File: config.mk
export PLATFORM = sky130hd
export DESIGN_NAME = binary_to_roman_numeral
export DESIGN_NICKNAME = d
export VERILOG_FILES = /design/src/sv/b2r_pkg.sv /design/src/sv/binary_to_roman_numeral.sv /design/src/sv/b2r_ctrl.sv /design/src/sv/b2r_datapath.sv
export SDC_FILE = /design/constraint.sdc
export NUM_CORES = 1
export LEC_CHECK = 0
export ABC_CLOCK_PERIOD_IN_PS = 4800
export BUFFER_PORTS_ARGS = -buffer_cell sky130_fd_sc_hd__buf_2
export CAP_MARGIN = 25
export CORE_UTILIZATION = 57
export DETAILED_ROUTE_END_ITERATION = 10
export PLACE_DENSITY = 0.79
export SLEW_MARGIN = 20
export SYNTH_ARGS = -nofsm -noshare
export SYNTH_HDL_FRONTEND = slang
export SYNTH_HIERARCHICAL = 1
export SYNTH_SLANG_ARGS = --single-unit
File: constraint.sdc
create_clock -name clk -period 4.8 [get_ports clk]
set_input_delay 0 -clock clk [delete_from_list [all_inputs] [get_ports clk]]
set_output_delay 0 -clock clk [all_outputs]
set_load 0.02 [all_outputs]
File: src/sv/b2r_pkg.sv
// Shared types, constants and digit pattern functions for the Roman numeral converter.
// No dependencies; used by the controller, the datapath and the top level.
`default_nettype none

package b2r_pkg;

	// Accepted value range, inclusive.
	localparam logic [15:0] RANGE_LOW  = 16'd1000;
	localparam logic [15:0] RANGE_HIGH = 16'd3000;

	// Widths of the payload fields.
	localparam int VALUE_W  = 16;
	localparam int SYMBOL_W = 7;
	localparam int REM_W    = 12;
	localparam int DIGIT_W  = 4;
	localparam int NUM_DIGITS = 4;

	// ASCII codes of the Roman symbols.
	localparam logic [SYMBOL_W-1:0] SYM_I = 7'h49;
	localparam logic [SYMBOL_W-1:0] SYM_V = 7'h56;
	localparam logic [SYMBOL_W-1:0] SYM_X = 7'h58;
	localparam logic [SYMBOL_W-1:0] SYM_L = 7'h4C;
	localparam logic [SYMBOL_W-1:0] SYM_C = 7'h43;
	localparam logic [SYMBOL_W-1:0] SYM_D = 7'h44;
	localparam logic [SYMBOL_W-1:0] SYM_M = 7'h4D;
	localparam logic [SYMBOL_W-1:0] SYM_NONE = 7'h00;

	// Role of a symbol within one decimal digit's pattern.
	typedef enum logic [1:0] {
		KIND_ONE,
		KIND_FIVE,
		KIND_TEN
	} sym_kind_t;

	// Commands from the controller to the datapath.
	typedef struct packed {
		logic load;
		logic conv;
		logic emit;
	} b2r_cmd_t;

	// Status from the datapath to the controller.
	typedef struct packed {
		logic oor;
		logic conv_done;
		logic out_free;
		logic sym_last;
	} b2r_stat_t;

	// Place weight for the digit extracted at each conversion step.
	function automatic logic [13:0] place_weight(input logic [1:0] step);
		logic [13:0] w;
		case (step)
			2'd0:    w = 14'd1000;
			2'd1:    w = 14'd100;
			default: w = 14'd10;
		endcase
		return w;
	endfunction

	// Number of symbols that one decimal digit produces.
	function automatic logic [2:0] digit_len(input logic [DIGIT_W-1:0] d);
		logic [2:0] n;
		case (d)
			4'd1:    n = 3'd1;
			4'd2:    n = 3'd2;
			4'd3:    n = 3'd3;
			4'd4:    n = 3'd2;
			4'd5:    n = 3'd1;
			4'd6:    n = 3'd2;
			4'd7:    n = 3'd3;
			4'd8:    n = 3'd4;
			4'd9:    n = 3'd2;
			default: n = 3'd0;
		endcase
		return n;
	endfunction

	// Which symbol of the digit's set stands at a position in its pattern.
	function automatic sym_kind_t digit_kind(input logic [DIGIT_W-1:0] d,
			input logic [1:0] pos);
		sym_kind_t k;
		if (d == 4'd9) begin
			k = (pos == 2'd0) ? KIND_ONE : KIND_TEN;
		end else if (d == 4'd4) begin
			k = (pos == 2'd0) ? KIND_ONE : KIND_FIVE;
		end else if (d >= 4'd5 && pos == 2'd0) begin
			k = KIND_FIVE;
		end else begin
			k = KIND_ONE;
		end
		return k;
	endfunction

	// Symbol set of each digit place, thousands first.
	function automatic logic [SYMBOL_W-1:0] place_symbol(input logic [1:0] place,
			input sym_kind_t kind);
		logic [SYMBOL_W-1:0] s;
		case (place)
			2'd0: s = SYM_M;
			2'd1: begin
				case (kind)
					KIND_ONE:  s = SYM_C;
					KIND_FIVE: s = SYM_D;
					default:   s = SYM_M;
				endcase
			end
			2'd2: begin
				case (kind)
					KIND_ONE:  s = SYM_X;
					KIND_FIVE: s = SYM_L;
					default:   s = SYM_C;
				endcase
			end
			default: begin
				case (kind)
					KIND_ONE:  s = SYM_I;
					KIND_FIVE: s = SYM_V;
					default:   s = SYM_X;
				endcase
			end
		endcase
		return s;
	endfunction

endpackage

`default_nettype wire

File: src/sv/binary_to_roman_numeral.sv
// Top level of the binary to Roman numeral converter.
// Depends on b2r_pkg, b2r_ctrl and b2r_datapath.
//
// Channel  Dir  Fields (tdata / tuser / tlast)
// s_*      in   tdata[15:0] value
// m_*      out  tdata[6:0] symbol, tdata[7] zero; tuser out_of_range; tlast last
//
// A request is captured, then its digits are extracted in the compare-subtract unit,
// one per place, then its symbols are emitted in order: up to 14 symbols in range,
// a single symbol out of range.
// Reset clears the controller state and the output valid flag.
// A stalled output holds the sequencer; a new request is taken once the
// previous request's final symbol sits in the output register.
`default_nettype none

module binary_to_roman_numeral (
	input  wire logic        clk,
	input  wire logic        arst_n,
	input  wire logic        s_tvalid,
	output logic             s_tready,
	input  wire logic [15:0] s_tdata,  // [15:0] value
	output logic             m_tvalid,
	input  wire logic        m_tready,
	output logic [7:0]       m_tdata,  // [6:0] symbol, [7] zero
	output logic             m_tuser,  // [0] out_of_range
	output logic             m_tlast
);

	b2r_pkg::b2r_cmd_t               cmd;
	b2r_pkg::b2r_stat_t              stat;
	logic [b2r_pkg::SYMBOL_W-1:0]    symbol;

	// Sequencing of capture, conversion and emission.
	b2r_ctrl u_ctrl (
		.clk      (clk),
		.arst_n   (arst_n),
		.s_tvalid (s_tvalid),
		.s_tready (s_tready),
		.cmd      (cmd),
		.stat     (stat)
	);

	// Digit extraction and symbol output.
	b2r_datapath u_datapath (
		.clk          (clk),
		.arst_n       (arst_n),
		.cmd          (cmd),
		.value        (s_tdata),
		.stat         (stat),
		.m_tvalid     (m_tvalid),
		.m_tready     (m_tready),
		.symbol       (symbol),
		.out_of_range (m_tuser),
		.last         (m_tlast)
	);

	assign m_tdata = {1'b0, symbol};

endmodule

`default_nettype wire

File: src/sv/b2r_ctrl.sv
// Controller state machine of the Roman numeral converter.
// Depends on b2r_pkg for the command and status structs.
`default_nettype none

module b2r_ctrl (
	input  wire logic              clk,
	input  wire logic              arst_n,
	input  wire logic              s_tvalid,
	output logic                   s_tready,
	output b2r_pkg::b2r_cmd_t      cmd,
	input  wire b2r_pkg::b2r_stat_t stat
);

	typedef enum logic [1:0] {
		ST_IDLE,
		ST_CONV,
		ST_EMIT
	} state_t;

	state_t state_q;
	state_t state_d;

	// Commands and next state.
	always_comb begin
		state_d  = state_q;
		cmd      = '0;
		s_tready = 1'b0;
		case (state_q)
			ST_IDLE: begin
				s_tready = 1'b1;
				if (s_tvalid) begin
					cmd.load = 1'b1;
					state_d  = ST_CONV;
				end
			end
			ST_CONV: begin
				// An out-of-range request needs no digits.
				if (stat.oor) begin
					state_d = ST_EMIT;
				end else begin
					cmd.conv = 1'b1;
					if (stat.conv_done) begin
						state_d = ST_EMIT;
					end
				end
			end
			ST_EMIT: begin
				if (stat.out_free) begin
					cmd.emit = 1'b1;
					if (stat.sym_last) begin
						state_d = ST_IDLE;
					end
				end
			end
			default: begin
				state_d = ST_IDLE;
			end
		endcase
	end

	// State register.
	always_ff @(posedge clk or negedge arst_n) begin
		if (!arst_n) begin
			state_q <= ST_IDLE;
		end else begin
			state_q <= state_d;
		end
	end

endmodule

`default_nettype wire

File: src/sv/b2r_datapath.sv
// Datapath of the Roman numeral converter: range check, digit extraction,
// symbol sequencing and the output register. Depends on b2r_pkg.
`default_nettype none

module b2r_datapath (
	input  wire logic                           clk,
	input  wire logic                           arst_n,
	input  wire b2r_pkg::b2r_cmd_t              cmd,
	input  wire logic [b2r_pkg::VALUE_W-1:0]    value,
	output b2r_pkg::b2r_stat_t                  stat,
	output logic                                m_tvalid,
	input  wire logic                           m_tready,
	output logic [b2r_pkg::SYMBOL_W-1:0]        symbol,
	output logic                                out_of_range,
	output logic                                last
);

	logic                            oor_q;
	logic [b2r_pkg::REM_W-1:0]       rem_q;
	logic [1:0]                      conv_idx_q;
	logic [b2r_pkg::DIGIT_W-1:0]     dig_q [b2r_pkg::NUM_DIGITS];
	logic [1:0]                      place_q;
	logic [1:0]                      pos_q;
	logic                            m_valid_q;
	logic [b2r_pkg::SYMBOL_W-1:0]    sym_q;
	logic                            oor_out_q;
	logic                            last_q;

	logic [b2r_pkg::DIGIT_W-1:0]     conv_digit;
	logic [13:0]                     conv_sub;
	logic [13:0]                     rem_ext;
	logic [13:0]                     weight;
	logic [13:0]                     rem_next;

	logic [b2r_pkg::DIGIT_W-1:0]     cur_digit;
	logic [2:0]                      cur_len;
	logic                            pos_end;
	logic                            next_found;
	logic [1:0]                      next_place;
	logic [b2r_pkg::SYMBOL_W-1:0]    cur_sym;

	// One decimal digit per step: compare the remainder with all nine multiples.
	always_comb begin
		rem_ext    = {2'b00, rem_q};
		weight     = b2r_pkg::place_weight(conv_idx_q);
		conv_digit = '0;
		conv_sub   = '0;
		for (int j = 1; j <= 9; j++) begin
			if (rem_ext >= 14'(j) * weight) begin
				conv_digit = 4'(j);
				conv_sub   = 14'(j) * weight;
			end
		end
		rem_next = rem_ext - conv_sub;
	end

	// Current symbol and the position of the one after it.
	always_comb begin
		cur_digit  = dig_q[place_q];
		cur_len    = b2r_pkg::digit_len(cur_digit);
		pos_end    = ({1'b0, pos_q} + 3'd1) >= cur_len;
		next_found = 1'b0;
		next_place = place_q;
		for (int k = 1; k < b2r_pkg::NUM_DIGITS; k++) begin
			if (!next_found && 2'(k) > place_q && b2r_pkg::digit_len(dig_q[k]) != 3'd0) begin
				next_found = 1'b1;
				next_place = 2'(k);
			end
		end
		cur_sym = b2r_pkg::place_symbol(place_q, b2r_pkg::digit_kind(cur_digit, pos_q));
	end

	assign stat.oor       = oor_q;
	assign stat.conv_done = (conv_idx_q == 2'd2);
	assign stat.out_free  = !m_valid_q || m_tready;
	assign stat.sym_last  = oor_q || (pos_end && !next_found);

	// Request capture, digit extraction and symbol pointers.
	always_ff @(posedge clk or negedge arst_n) begin
		if (!arst_n) begin
			oor_q      <= 1'b0;
			rem_q      <= '0;
			conv_idx_q <= '0;
			place_q    <= '0;
			pos_q      <= '0;
			for (int i = 0; i < b2r_pkg::NUM_DIGITS; i++) begin
				dig_q[i] <= '0;
			end
		end else begin
			if (cmd.load) begin
				oor_q      <= (value < b2r_pkg::RANGE_LOW) || (value > b2r_pkg::RANGE_HIGH);
				rem_q      <= value[b2r_pkg::REM_W-1:0];
				conv_idx_q <= '0;
				place_q    <= '0;
				pos_q      <= '0;
			end
			if (cmd.conv) begin
				dig_q[conv_idx_q] <= conv_digit;
				rem_q             <= rem_next[b2r_pkg::REM_W-1:0];
				conv_idx_q        <= conv_idx_q + 2'd1;
				// The last step leaves the ones digit as the remainder.
				if (conv_idx_q == 2'd2) begin
					dig_q[3] <= rem_next[b2r_pkg::DIGIT_W-1:0];
				end
			end
			if (cmd.emit) begin
				if (pos_end) begin
					place_q <= next_place;
					pos_q   <= '0;
				end else begin
					pos_q <= pos_q + 2'd1;
				end
			end
		end
	end

	// Output register valid flag.
	always_ff @(posedge clk or negedge arst_n) begin
		if (!arst_n) begin
			m_valid_q <= 1'b0;
		end else if (cmd.emit) begin
			m_valid_q <= 1'b1;
		end else if (m_tready) begin
			m_valid_q <= 1'b0;
		end
	end

	// Output register payload.
	always_ff @(posedge clk) begin
		if (cmd.emit) begin
			sym_q     <= oor_q ? b2r_pkg::SYM_NONE : cur_sym;
			oor_out_q <= oor_q;
			last_q    <= stat.sym_last;
		end
	end

	assign m_tvalid     = m_valid_q;
	assign symbol       = sym_q;
	assign out_of_range = oor_out_q;
	assign last         = last_q;

endmodule

`default_nettype wire

==> flow_summary.ini <==
[status]
status = completed

[routing]
ant_nets = 0
drtIter0Drc = 418
dr.pass1.iters = 6
wl_mm = 16.6
avgViaCountPerCell = 6.47
post_drt_wl_per_cell_um = 20.4
vias = 5267
drc_errors = 0

[synth]
syn-mean-instance-area_um2 = 8.33
synth_ff_type = dfrtp_1
ys_warn_count = 6
synthArstFlopShare = 0.826
synth_edf_count = 8
syn_area_mm2 = 0.00514
yosys_register_bits = 46
synth.distinct_cells = 85
syn_nets = 715
ys_seq_area_frac = 0.232
synth_cells = 617

[clocking]
numCtsBuffers = 5
cts_max_level = 2
insertion_delay_ns = 0.30
cts_root_buf = clkbuf_8
clkTransAtPathRegs_ns = 0.08
cts_tree = built
clk_path_buf_depth = 2
clock-sinks = 46

[floorplan]
die_h_um = 97.0
row_count = 34
initial_core_util = 0.590
boundaryPins = 32
die_w_um = 97.0
core_area_mm2 = 0.00872
die_area_mm2 = 0.00941

[placement]
dp.cells = 791
io_buffers = 29
gp_congestion = 1.02
dpl.hpwl_mm = 12.4
post-place-ws_ns = -0.223

[critical_path]
worstPathRequired_ns = 4.96
crit_arrival_ns = 4.83
cp-end-kind = register
critPathMaxFanout = 5
worstSetupPathType = register to register
start_kind = register
r2r_slack_ns = 0.13

[global_route]
antenna_found_initial = 0
grt_pass1_wl_mm = 25.6
grt_overflow_total = 0
grt_max_degree = 39
grt.total_usage = 0.344
grt_pass1_vias = 4870

[timing]
setup_viol = 0
fin_crit_ns = 4.67
slew_violations = 0
fmaxAchievable_ghz = 0.214
fin_crit_sh = 0.974
tightest_slew_ns = 0.873
slew-limit-headroom = 0.418
rsz0062_at_grt = true
final.setup.worst_slack_ns = 0.127
finalHoldViolCount = 0
skew_ns = 0.0115

[job]
maxCapViolations = 0

[cells_and_area]
mostFrequentLayoutCell = buf_4
final_nets = 803
drive_above_1_share = 0.272
fillers = 655
area_growth_pct = 22.4
final_cells = 814
antennaDiodeCount = 0
mostFrequentLayoutCells = 72 x buf_4, 69 x ha_1, 61 x nor2_1

[pwr]
p_leak_nw = 2.78
ir_drop_uv = 689
pwr_density_cell_mw_per_mm2 = 851

[hold_path]
hold_path_class = primary input to register
[flip-flops by register name, summed over array words and instances (netlist names)]
name,count
u_datapath/m_tvalid,1
u_datapath/conv_idx_q,2
u_datapath/last,1
u_datapath/place_q,2
u_ctrl/state_q,2
u_datapath/pos_q,2
u_datapath/out_of_range,1
u_datapath/rem_q,12
u_datapath/symbol,6
u_datapath/dig_q,16
u_datapath/oor_q,1
[report_power, final]
part / leakage, nW / switching [mW] / internal, mW
registers: 0.549 / 0.189 / 0.502
logic: 2.19 / 2.42 / 2.01
clock network: 0.0452 / 0.136 / 0.103
[synth_stat cells, types with 10 or more instances]
cell      instances  area, um2
a21oi_1          50        250
a31oi_1          10       62.6
clkbuf_1         11       41.3
dfrtp_1          38        951
ha_1             78        976
inv_1            32        120
mux2i_1          11        110
nand2_1          56        210
nand2b_1         12       75.1
nand3_1          13       65.1
nor2_1           62        233
nor3_1           17       85.1
o21ai_0          40        200
[stage by stage]
| stage | power (mW) | TNS, ns | hold WS (ns) | utilization | instance area, um2 |
|---|---|---|---|---|---|
| after floorplan | 3.07 | 0 | -0.296 | - | 5170 |
| after global placement | 4.38 | -0.200 | 0.152 | 0.665 | 5800 |
| after detailed placement | 4.49 | -0.598 | 0.171 | 0.666 | 5810 |
| after CTS | 4.85 | 0 | 0.00875 | 0.685 | 5980 |
| after global routing | 5.69 | -0.0582 | 0.0452 | 0.722 | 6300 |
| final | 5.36 | 0 | 0.00614 | 0.722 | 6300 |
[cell type report]
type	instances	area, um2	area share
flip-flops and latches	46	1190	0.189
clock inverters	2	13.8	0.00219
clock buffers	6	72.6	0.0115
well taps	108	135	0.0215
inverters	33	129	0.0205
repair buffers	106	747	0.119
multi-input cells	513	4010	0.637
[per-layer routing]
| metal | share of wire | vias to the layer above | track usage |
|---|---|---|---|
| met2 | 0.47 | 267 | 0.570 |
| met3 | 0.083 | 43 | 0.0535 |
| met4 | 0.028 | 0 | 0.109 |
| met5 | 0 | - | 0 |
| li1 | - | 2471 | - |
| met1 | 0.42 | 2486 | 0.459 |
[critical path, stage by stage (launching register included)]
cell and delay (ns):
dfrtp_1 0.42, inv_2 0.14, ha_4 0.17, inv_1 0.07, ha_4 0.31, clkinvlp_4 0.13
ha_1 0.28, o21ai_0 0.08, a31oi_1 0.06, or4_4 0.46, a31oi_4 0.22, buf_4 0.17
nor2_1 0.04, a31oi_1 0.14, mux2i_1 0.09, a311o_1 0.35, ha_4 0.26, and3_1 0.17
a21oi_1 0.19, a31o_2 0.22, o21a_1 0.15, nand3_1 0.10, a221oi_2 0.26, a211oi_2 0.05
[logic make-up (layout without fill, tap and decap cells)]
family	after synthesis	in the layout	synth area share
xor+xnor	7	7	0.0119
buf+inv	59	147	0.0509
other cells	2	2	0.00146
compound gates	199	200	0.269
fa+ha+maj	78	78	0.190
flops	46	46	0.232
mux	16	16	0.0411
simple gates	210	210	0.204
[final timing paths]
path / from / end / cells after the start
hold reg to reg: u_datapath/dig_q[14] / u_datapath/dig_q[14] / 2
setup reg to reg: u_datapath/conv_idx_q[1] / u_datapath/rem_q[11] / 23
min in group asynchronous: arst_n / u_datapath/rem_q[7] / 2
setup / recovery: u_datapath/conv_idx_q[1] / u_datapath/rem_q[11] / 23
max in group asynchronous: arst_n / u_datapath/conv_idx_q[1] / 2
hold / removal: m_tready / u_datapath/m_tvalid / 3
[timing repair]
item                                   in CTS  in global routing
setup endpoints to repair                   4                  5
pin swaps                                   2                 19
endpoints found under the hold margin      40                  0
hold buffers                                3                  0
cloned                                      0                  1
gates resized for setup                    19                 47
buffers inserted                            0                 11
(Power assumes the default switching activity.)
